[src/ipem_pkg.sv]
// Package with the beat types, controller command and status types and constants.
`default_nettype none
package ipem_pkg;

   localparam int KEY_W   = 32;
   localparam int PORT_W  = 8;
   localparam int ENTRY_W = 1 + KEY_W + PORT_W;

   // Number of cycles the registered bucket hash takes after a request is captured.
   localparam int HASH_STEPS = 5;

   localparam logic OP_LOOKUP = 1'b0;
   localparam logic OP_ADD    = 1'b1;

   localparam logic STATUS_DONE = 1'b0;
   localparam logic STATUS_FULL = 1'b1;

   typedef struct packed {
      logic              opcode;
      logic [KEY_W-1:0]  ip_address;
      logic [PORT_W-1:0] port_in;
   } req_type;

   typedef struct packed {
      logic              hit;
      logic [PORT_W-1:0] port_out;
      logic              status;
   } rsp_type;

   typedef struct packed {
      logic              valid;
      logic [KEY_W-1:0]  key;
      logic [PORT_W-1:0] port;
   } entry_type;

   typedef struct packed {
      logic load_req;
      logic clear_step;
      logic rd_en;
      logic commit;
   } cmd_type;

   typedef struct packed {
      logic clear_last;
   } stat_type;

endpackage
`default_nettype wire

[src/ipem_ctrl.sv]
// Controller state machine: clearing pass, hash wait, bucket read and commit.
`default_nettype none
module ipem_ctrl (
   input  wire logic              clock,
   input  wire logic              reset,
   input  wire logic              req_valid,
   output logic                   req_ready,
   output logic                   rsp_valid,
   input  wire logic              rsp_ready,
   output ipem_pkg::cmd_type      cmd,
   input  wire ipem_pkg::stat_type stat
);
   import ipem_pkg::*;

   localparam logic [2:0] ST_CLEAR = 3'd0;
   localparam logic [2:0] ST_IDLE  = 3'd1;
   localparam logic [2:0] ST_CALC  = 3'd2;
   localparam logic [2:0] ST_READ  = 3'd3;
   localparam logic [2:0] ST_CMP   = 3'd4;

   localparam int STEP_W = $clog2(HASH_STEPS + 1);

   logic [2:0]        state_ff, state_in;
   logic [STEP_W-1:0] step_ff, step_in;
   logic              rsp_valid_ff, rsp_valid_in;
   logic              slot_free;

   assign slot_free = !rsp_valid_ff || rsp_ready;

   always_comb begin
      state_in = state_ff;
      step_in  = step_ff;
      cmd      = '0;
      unique case (state_ff)
         ST_CLEAR: begin
            cmd.clear_step = 1'b1;
            if (stat.clear_last) begin
               state_in = ST_IDLE;
            end
         end
         ST_IDLE: begin
            if (req_valid) begin
               cmd.load_req = 1'b1;
               step_in      = '0;
               state_in     = ST_CALC;
            end
         end
         ST_CALC: begin
            step_in = step_ff + 1'b1;
            if (step_ff == STEP_W'(HASH_STEPS - 1)) begin
               state_in = ST_READ;
            end
         end
         ST_READ: begin
            cmd.rd_en = 1'b1;
            state_in  = ST_CMP;
         end
         ST_CMP: begin
            if (slot_free) begin
               cmd.commit = 1'b1;
               state_in   = ST_IDLE;
            end
         end
         default: begin
            state_in = ST_CLEAR;
         end
      endcase
   end

   always_comb begin
      if (cmd.commit) begin
         rsp_valid_in = 1'b1;
      end else if (rsp_ready) begin
         rsp_valid_in = 1'b0;
      end else begin
         rsp_valid_in = rsp_valid_ff;
      end
   end

   always_ff @(posedge clock) begin
      if (reset) begin
         state_ff     <= ST_CLEAR;
         step_ff      <= '0;
         rsp_valid_ff <= 1'b0;
      end else begin
         state_ff     <= state_in;
         step_ff      <= step_in;
         rsp_valid_ff <= rsp_valid_in;
      end
   end

   assign req_ready = (state_ff == ST_IDLE);
   assign rsp_valid = rsp_valid_ff;

endmodule
`default_nettype wire

[config.mk]
export PLATFORM = sky130hd
export DESIGN_NAME = ipem_ctrl
export DESIGN_NICKNAME = d
export VERILOG_FILES = /design/src/ipem_pkg.sv /design/src/ipem_ctrl.sv
export SDC_FILE = /design/constraint.sdc
export NUM_CORES = 1
export LEC_CHECK = 0
export BUFFER_PORTS_ARGS = -buffer_cell sky130_fd_sc_hd__buf_2
export CELL_PAD_IN_SITES_DETAIL_PLACEMENT = 0
export CELL_PAD_IN_SITES_GLOBAL_PLACEMENT = 2
export CORE_MARGIN = 1
export CORE_UTILIZATION = 25
export DETAILED_ROUTE_END_ITERATION = 10
export PLACE_DENSITY_LB_ADDON = 0.1
export SETUP_SLACK_MARGIN = 0.02
export SLEW_MARGIN = 20
export SYNTH_ARGS = -nofsm -noshare
export SYNTH_HDL_FRONTEND = slang
export SYNTH_SLANG_ARGS = --single-unit
[constraint.sdc]
create_clock -name clock -period 1.1 [get_ports clock]
set_input_delay 0.055 -clock clock [delete_from_list [all_inputs] [get_ports clock]]
set_output_delay 0.055 -clock clock [all_outputs]
set_load 0.01 [all_outputs]
# Word-level counts from Yosys, hierarchy flattened
# Cells that the tools add are included.
dict set report word_totals {
  ram_bits 0
  mem_count 0
  regBits 7
  latch_bits 0
  input_bits 5
  romBits 0
  word_cells 35
}
dict set report op_classes {
  n_reduce_logical 7
  n_mul 0
  mux 15
  order_cmp 0
  n_eq_ne 9
  shifts 0
  addsub 1
  bitwise_logic 0
  div 0
}
# operator count
set ops {}
lappend ops {{3-bit two-way mux} 5}
lappend ops {{3-bit one-hot mux with 5 select lines} 1}
lappend ops {{1-bit two-way mux} 8}
lappend ops {{2-bit != test, second input constant} 4}
lappend ops {{3-bit by 2-bit == test with 1-bit output, second input constant} 2}
lappend ops {{3-bit == test, second input constant} 2}
lappend ops {{3-bit one-hot mux with 2 select lines} 1}
lappend ops {{4-bit AND reduction} 1}
lappend ops {{2-bit nonzero test} 2}
lappend ops {{3-bit by 1-bit adder with 3-bit output, second input constant} 1}
lappend ops {{3-bit by 1-bit == test with 1-bit output, second input constant} 1}
lappend ops {{3-bit zero test} 1}
lappend ops {{2-bit AND reduction} 1}
lappend ops {{1-bit zero test} 1}
lappend ops {{1-bit logical OR} 1}

# Logic depth before layout (Yosys ltp)
# Gate-level depths: netlist of run 1.
dict set report depth {
  word_depth 5
  mapped_depth 6
  depth_no_buf 6
}

# Worst setup path before layout of run 1
# OpenSTA, ideal clock, no wires.
dict set report synth_path {
  path_type {register to register}
  from {register state_ff[2]}
  to {register state_ff[0]}
  path_stages_with_launch 5
  path_slack_ns 0.033
  arrival_ns 0.942
  synth_period_minus_slack_ns 1.067
  path_cell_list {dfxtp_1 -> nor3b_2 -> a22oi_2 -> mux2i_1 -> nor2_1}
}
dict set report synth_between {
  elab_chain_len 3
}
# element line
set synth_rtl {}
lappend synth_rtl {{from (decl)} ipem_ctrl.sv:23} ;# logic [2:0] state_ff, state_in;
lappend synth_rtl {{from (signal assigned)} ipem_ctrl.sv:86} ;# state_ff <= state_in;
lappend synth_rtl {{3-bit by 2-bit == test with 1-bit output (tied with other cells)} ipem_ctrl.sv:34} ;# unique case (state_ff)
lappend synth_rtl {{2-bit != test (no source line)} -}
lappend synth_rtl {{4-bit AND reduction (no source line)} -}
# Several ways; a longest one is shown, not always the timed one.
# A chain may end at the register's enable or synchronous reset.

==> impl_summary.txt, run 1 <==
----------------------------------------------------
[Route]
  Via count ... ~420
  Initial DRC count ... 9
  Aggregate routed wire length ... 1.100 mm
  Average routed wire per standard cell ... 12.22 µm
  Antenna violation net count after detailed routing ... 0
  Number of remaining DRC errors ... 0
  Via-per-instance ratio ... ~4.7
  Drt first pass iters ... 6

[Run status]
  Result of the run ... finished, violations left
  Failing checks ... negative setup slack

[Floorplanning]
  I/O pin cnt ... 11
  Die span in y ... around 44 µm
  Site Rows ... 14
  Die ar. ... between 1500 and 2000 µm²
  Width of the die ... between 40 and 50 µm
  Core region area ... between 1500 and 2000 µm²
  Starting Density ... between 20% and 30%

[STA]
  Final worst-path cycle share ... 112.8%
  RSZ-0062 raised after global routing ... true
  Highest clock frequency the design can meet ... between 800 and 900 MHz
  Worst clock skew on the final layout ... 0.01093 ns
  Worst Max-Slew Pin Slew ... ~0.22 ns
  Smallest setup slack after layout ... -0.1413 ns
  Number of pins exceeding their max-slew limit in the final report ... 0
  Finish-stage setup viols ... 8
  Tightest hold margin ... between 0.08 and 0.09 ns
  Post-layout minimum cycle time ... roughly 1.2 ns
  Final hold vios ... 0
  Slew margin rel. ... 84.93%

[Cells and area]
  Post-route non-filler standard cell count ... 90
  P&R area growth vs syn ... 59.89%
  Antenna cell count ... 0
  # nets final ... roughly 80
  Share of layout cells above drive strength 1 ... 56.76%
  Number of fill cells in the layout ... around 160

[GRT]
  Wire length of the first global-routing pass ... around 1.7 mm
  Maximum number of pins on one net before global-route repair ... 9
  Number of global-route vias before repair ... ~380
  Initial antenna violation count ... 0
  Global-route usage over all layers ... around an eighth
  Grt total ovfl ... 0

[Power]
  Clock Power Share ... 26.3%
  Leakage ... around 0.33 nW
  Pwr per Cell Area ... about 1300 nW/µm²
  Power after layout ... roughly 0.92 mW
  Switching Share ... approximately a third
  Worst-case vdd ir drop ... 0.0008003 V
  Fraction of power consumed by sequential logic ... about a third
  Internal power consumption ... roughly 0.63 mW
  Combinational Power Share ... between 30% and 40%
  Switching power ... slightly below 0.3 mW

[Yosys]
  Cell count after synthesis ... 50
  Count of unique library cells instantiated by Yosys ... 24
  Post-Syn Area ... approximately 440 µm²
  Most frequently used flop master after synthesis ... dfxtp_1
  Number of enable-type register cells in the synthesized netlist ... 0
  Post-Synthesis Mean Instance Area ... just under 9 µm²
  Async set-or-reset flop fraction in the synthesized netlist ... 0%
  Synthesis-stage register bit count ... 7
  Net count after synthesis ... 57
  Count of synthesis-stage warnings from yosys ... 0
  Part of the Yosys area used for sequential elements ... 31.64%

[Clocking]
  Clock Root Buffer ... clkbuf_4
  Number of buffers on the longest clock path ... 2
  Clock buffer count from CTS ... 3
  CTS tree ... built
  Clock insertion delay at the later pin of the skew report ... around 0.26 ns
  Clock transition at path regs ... 0.06 ns
  Hold buffers post-CTS ... 0
  CTS sink cnt ... 7
  CTS H-tree depth ... 1

[Worst setup path]
  Cell class contributing the biggest share of worst-path delay ... flip-flops
  Critical path type ... reg -> out
  Sequence of cells on the critical path ... buf_12 > nor2_4 > and3_4 > buf_6
  Largest fanout of any net on the critical path ... 4
  Worst path required time ... 1.04 ns
  Critical path's largest stage delay ... roughly 0.36 ns
  Flop2flop setup slack ... -0.09 ns
  Total buffers and inverters traversed by the critical path ... 2
  Setup crit start kind ... flip-flop
  Arrival time reported for the critical path endpoint ... between 1 and 1.5 ns
  Slowest-stage cell, CP ... dfxtp_4
  Endpoint type of the worst setup path ... output pin

[Placed design]
  Port Buffers ... 10
  DP Cell Count ... 77
  Post-Place Worst Slack ... -0.03496 ns
  Routability Congestion ... ~0.77
  Sum of net half-perimeters after detailed placement ... about 750 µm

[Min path]
  Path class of the lowest-slack min-delay path ... in -> reg

[Run]
  Max Cap Violations ... 0

----------------------------------------------------
[through the flow]
| step | TNS, ns | util [%] | area, µm² |
|---|---|---|---|
| finish | -0.6568 | 44.92 | 708.2 |
| global placement | -0.04531 | 33.41 | 526.8 |
| global route | -1.179 | 44.92 | 708.2 |
| detailed placement | -0.06431 | 33.41 | 526.8 |
| floorplan | 0 | - | 442.9 |
| CTS | -0.4772 | 39.29 | 619.3 |
[power by group through the flow]
stage	clock, mW	combinational (mW)	sequential (mW)
6_report	0.241	0.353	0.322
5_1_grt	0.277	0.385	0.325
4_1_cts	0.252	0.294	0.318
3_5_place_dp	0	0.252	0.316
3_3_place_gp	0	0.245	0.314
2_1_floorplan	0	0.169	0.311
[sequential cells by signal, summed over array words and instances, names as in the netlist]
name / flops
rsp_valid: 1
state_ff: 3
step_ff: 3
[cells by family (layout without fill, tap and decap cells)]
| family | Yosys count | after routing | share of synthesized area, % |
|---|---|---|---|
| xor gates and xnor gates | 2 | 2 | 3.956 |
| DFF | 7 | 7 | 31.64 |
| muxes | 3 | 3 | 6.780 |
| AOI/OAI and AO/OA | 6 | 6 | 11.58 |
| buffers and inverters | 6 | 30 | 7.060 |
| adders and majority gates | 2 | 2 | 5.649 |
| and+or+nand+nor | 24 | 24 | 33.33 |
[routing by layer]
layer,vias to the layer above,GRT usage (%),share of wire [%]
li1,213,-,-
met1,194,15.37,46
met2,11,18.53,48
met3,3,7.347,5.1
met4,0,3.636,0.73
met5,-,0,0
[repair_timing]
action / CTS / global route
setup endpoints to repair: 11 / 10
buffers inserted: 4 / 5
gates resized for setup: 12 / 9
pin swaps: 4 / 6
[final cells by class]
| class | count | area [µm²] | share of cell area [%] |
|---|---|---|---|
| Sequential cell | 7 | 152.6 | 21.55 |
| Inverter | 2 | 7.507 | 1.060 |
| Timing Repair Buffer | 24 | 195.2 | 27.56 |
| Tap cell | 16 | 20.02 | 2.827 |
| Multi-Input combinational cell | 37 | 306.5 | 43.29 |
| Clock buffer | 4 | 26.28 | 3.710 |
[synthesized netlist by cell type, drive strengths merged (2+ instances only)]
cell    n  area share, %
a21oi   3            3.4
dfxtp   7             32
nand3b  3            5.1
buf     4            5.4
nor2b   2            2.8
nor2    6            5.7
mux2i   3            6.8
ha      2            5.6
and2b   3            5.1
inv     2            1.7
nor3    2            2.3
nand2   2            1.7
xnor2   2            4.0
and2    2            2.8
[worst register-to-register path, delay by kind of cell (launching register included)]
| family | cells | cell delay [ns] |
|---|---|---|
| simple gates | 2 | 0.20 |
| buf+inv | 1 | 0.13 |
| flops | 1 | 0.36 |
| compound gates | 1 | 0.18 |
| mux | 1 | 0.21 |
[cells in the final DEF, fill, tap and decap left out, types with 2 or more instances in the layout]
cell / count
dfxtp_4: 3
a21oi_1: 3
mux2i_1: 3
and2b_1: 2
buf_4: 9
inv_1: 2
nor2b_1: 2
nand3b_1: 3
dfxtp_1: 3
buf_2: 8
nor2_1: 5
clkbuf_4: 3
buf_6: 6
ha_1: 2
[final timing paths]
kind                     from  cells past startpoint          end
hold / removal          reset                      2    rsp_valid
hold reg to reg    step_ff[0]                      2   step_ff[0]
setup / recovery  state_ff[2]                      4       cmd[3]
setup reg to reg  state_ff[2]                      5  state_ff[0]
Note: power is estimated with default switching activity, not from simulation.
==> run 2, diff against run 1 <==
--- a/config.mk
+++ b/config.mk
@@ -5,11 +5,12 @@
 export SDC_FILE = /design/constraint.sdc
 export NUM_CORES = 1
 export LEC_CHECK = 0
+export ABC_AREA = 1
 export BUFFER_PORTS_ARGS = -buffer_cell sky130_fd_sc_hd__buf_2
 export CELL_PAD_IN_SITES_DETAIL_PLACEMENT = 0
 export CELL_PAD_IN_SITES_GLOBAL_PLACEMENT = 2
 export CORE_MARGIN = 1
-export CORE_UTILIZATION = 25
+export CORE_UTILIZATION = 22
 export DETAILED_ROUTE_END_ITERATION = 10
 export PLACE_DENSITY_LB_ADDON = 0.1
 export SETUP_SLACK_MARGIN = 0.02
==> impl_summary.txt, run 2 <==
----------------------------------------------------
[Clocking]
  CTS sink cnt ... 7 (unchanged)
  Clock insertion delay at the later pin of the skew report ... 0.25 ns (was 0.26 ns)
  CTS tree ... built (unchanged)
  Clock buffer count from CTS ... 3 (unchanged)
  CTS H-tree depth ... 1 (unchanged)
  Clock Root Buffer ... clkbuf_4 (unchanged)
  Number of buffers on the longest clock path ... 2 (unchanged)
  Clock transition at path regs ... 0.05 ns (was 0.06 ns)

[Placed design]
  Port Buffers ... 10 (unchanged)
  Routability Congestion ... 0.6983 (was 0.7716)
  Standard cell area after detailed placement ... 541.8 µm² (was 526.8 µm²)
  Sum of net half-perimeters after detailed placement ... 733.1 µm (was 746.5 µm)
  Post-Place Worst Slack ... -0.01970 ns (was -0.03496 ns)

[Power]
  Pwr per Cell Area ... 1866 nW/µm² (was 1294 nW/µm²)
  Worst-case vdd ir drop ... 0.0008009 V (was 0.0008003 V)
  Leakage ... 0.3599 nW (was 0.3250 nW)
  Power after layout ... 1.354 mW (was 0.9164 mW)

[Route]
  Highest layer used for signal routing ... met4 (unchanged)
  Sum of met3 wire segment lengths after detailed routing ... 47 µm (was 56 µm)
  Antenna violation net count after detailed routing ... 0 (unchanged)
  Drt first pass iters ... 3 (was 6)
  Initial DRC count ... 7 (was 9)
  Aggregate routed wire length ... 1.004 mm (was 1.100 mm)
  Post-route met1 wirelength ... 400 µm (was 506 µm)
  Number of remaining DRC errors ... 0 (unchanged)
  Via count ... 447 (was 421)
  Via-per-instance ratio ... 3.956 (was 4.678)
  Met2 wirelength from detailed routing ... 540 µm (was 529 µm)
  Average routed wire per standard cell ... 8.885 µm (was 12.22 µm)

[Yosys]
  Post-Synthesis Mean Instance Area ... 6.687 µm² (was 8.859 µm²)
  Commonest cells post-synth ... inv_1, nand2_1, nor2_1 (was dfxtp_1, nor2_1)
  Post-Syn Area ... 407.9 µm² (was 442.9 µm²)
  Most frequently used flop master after synthesis ... dfxtp_1 (unchanged)
  Count of synthesis-stage warnings from yosys ... 0 (unchanged)
  Cell types occupying the most area after synthesis ... dfxtp_1, inv_1, nand2_1 (was dfxtp_1, mux2i_1, ha_1)
  Count of unique library cells instantiated by Yosys ... 15 (was 24)
  Net count after synthesis ... 68 (was 57)
  Count leader, synth ... inv_1 (was dfxtp_1)
  Library cell with the largest summed area after synthesis ... dfxtp_1 (unchanged)
  Async set-or-reset flop fraction in the synthesized netlist ... 0% (unchanged)
  Synthesis-stage register bit count ... 7 (unchanged)
  Number of enable-type register cells in the synthesized netlist ... 0 (unchanged)
  Share of Yosys cell area claimed by the top area cell type ... 34.36% (was 31.64%)
  Part of the Yosys area used for sequential elements ... 34.36% (was 31.64%)
  Cell count after synthesis ... 61 (was 50)

[Worst setup path]
  Endpoint type of the worst setup path ... output pin (unchanged)
  Largest fanout of any net on the critical path ... 5 (was 4)
  Critical path type ... reg -> out (unchanged)
  Slowest-stage cell, CP ... dfxtp_4 (unchanged)
  Sequence of cells on the critical path ... nor2_4 > nand2_2 > buf_6 > a21oi_2 > buf_2 (was buf_12 > nor2_4 > and3_4 > buf_6)
  Arrival time reported for the critical path endpoint ... 1.12 ns (was 1.19 ns)
  Worst path required time ... 1.04 ns (about the same)
  Setup crit start kind ... flip-flop (unchanged)
  Critical path's largest stage delay ... 0.37 ns (was 0.36 ns)

[STA]
  Highest clock frequency the design can meet ... 849.9 MHz (was 805.6 MHz)
  Number of pins exceeding their max-slew limit in the final report ... 0 (unchanged)
  Final worst-path cycle share ... 107.0% (was 112.8%)
  Worst Max-Slew Pin Slew ... 0.1720 ns (was 0.2236 ns)
  RSZ-0062 raised after global routing ... true (unchanged)
  Total negative slack ... -0.1210 ns (was -0.6568 ns)
  Final hold vios ... 0 (unchanged)
  Slew margin rel. ... 88.49% (was 84.93%)
  Smallest setup slack after layout ... -0.07655 ns (was -0.1413 ns)
  Worst clock skew on the final layout ... 0.005789 ns (was 0.01093 ns)
  Post-layout minimum cycle time ... 1.177 ns (was 1.241 ns)
  Finish-stage setup viols ... 3 (was 8)

[GRT]
  Initial antenna violation count ... 0 (unchanged)
  Wire length of the first global-routing pass ... 1.580 mm (was 1.676 mm)
  Global-route usage over all layers ... 11.41% (was 12.52%)
  Maximum number of pins on one net before global-route repair ... 8 (was 9)
  Number of global-route vias before repair ... 388 (was 379)
  Grt total ovfl ... 0 (unchanged)

[Floorplanning]
  Die ar. ... 2030 µm² (was 1944 µm²)
  I/O pin cnt ... 11 (unchanged)
  Starting Density ... 23.62% (was 28.10%)
  Die span in y ... 45.06 µm (was 44.09 µm)
  Core region area ... 1727 µm² (was 1577 µm²)
  Width of the die ... 45.06 µm (was 44.09 µm)
  Site Rows ... 15 (was 14)

[Cells and area]
  Antenna cell count ... 0 (unchanged)
  Number of fill cells in the layout ... 192 (was 158)
  Commonest non-fill, non-tap cells in the layout ... inv_1, buf_6, buf_4, nand2_1, buf_2 (was buf_4, buf_2, buf_6, nor2_1)
  Multi-input combinational cell area ... 267.8 µm² (was 306.5 µm²)
  P&R area growth vs syn ... 77.91% (was 59.89%)
  Storage cell area ... 151.4 µm² (was 152.6 µm²)
  Final std cell area, no fill ... 725.7 µm² (was 708.2 µm²)
  # nets final ... 96 (was 82)
  Share of layout cells above drive strength 1 ... 55.68% (was 56.76%)

[Run status]
  Failing checks ... negative setup slack (unchanged)
  Result of the run ... finished, violations left (unchanged)

[Run]
  Max Cap Violations ... 0 (unchanged)

[Min path]
  Path class of the lowest-slack min-delay path ... in -> reg (unchanged)

----------------------------------------------------
[run 2: logic make-up (layout without fill, tap and decap cells)]
group / count (synthesis) / after routing / share of synthesized area [%]
AND/OR/NAND/NOR: 29 / 29 / 31.90
XOR/XNOR: 1 / 1 / 2.148
buffers and inverters: 14 / 41 / 14.72
AO/OA/AOI/OAI: 8 / 8 / 10.74
adder cells (fa/ha/maj): 2 / 2 / 6.134
flip-flops: 7 / 7 / 34.35
[run 2: per-stage QoR]
stage | util, % | hold slack, ns | std cells
after floorplan | - | 0.1241 | 61
after global placement | 31.38 | 0.3245 | 103
after detailed placement | 31.38 | 0.3399 | 103
after CTS | 36.81 | 0.05397 | 110
after global routing | 42.03 | 0.05279 | 113
final | 42.03 | 0.05860 | 113
[run 2: cell type report]
cell class                 count  share of cell area, %
sequential                     7                  20.86
tap                           25                  4.310
timing repair buffer          25                  28.10
inverter                      12                  6.207
clock buffer                   4                  3.621
multi-input combinational     40                  36.90
[run 2: per-layer routing]
metal	track usage (%)	vias to the layer above
met5	0	-
met4	5.455	0
met3	6.000	2
met2	19.71	8
met1	11.08	197
li1	-	240
[run 2: report_power, final]
group	switching, mW	leakage [nW]	internal [mW]
Combinational	0.348	0.286	0.405
Clock	0.0890	0.0150	0.138
Sequential	0.0652	0.0590	0.309
[run 2: path summary, 6_finish.rpt]
check,from,endpoint,slack (ns),cells past startpoint
min reg2reg,step_ff[2],step_ff[2],0.50,2
max reg2reg,state_ff[0],state_ff[0],-0.02,7
min,reset,step_ff[1],0.06,2
max,state_ff[0],cmd[0],-0.08,5
[run 2: worst max-delay path: cells and delay by family, from the launching register on]
| family | cells | cell delay [ns] |
|---|---|---|
| buf+inv | 2 | 0.24 |
| simple gates | 2 | 0.18 |
| compound gates | 1 | 0.08 |
| flops | 1 | 0.37 |
[run 2: repair_timing]
item | 4_1_cts | 5_1_grt
gates resized for setup | 13 | 20
pin swaps | 2 | 5
endpoints found under the setup margin | 8 | 9
setup buffers | 3 | 3
hold buffers | 0 | 0
endpoints found under the hold margin | 0 | 0
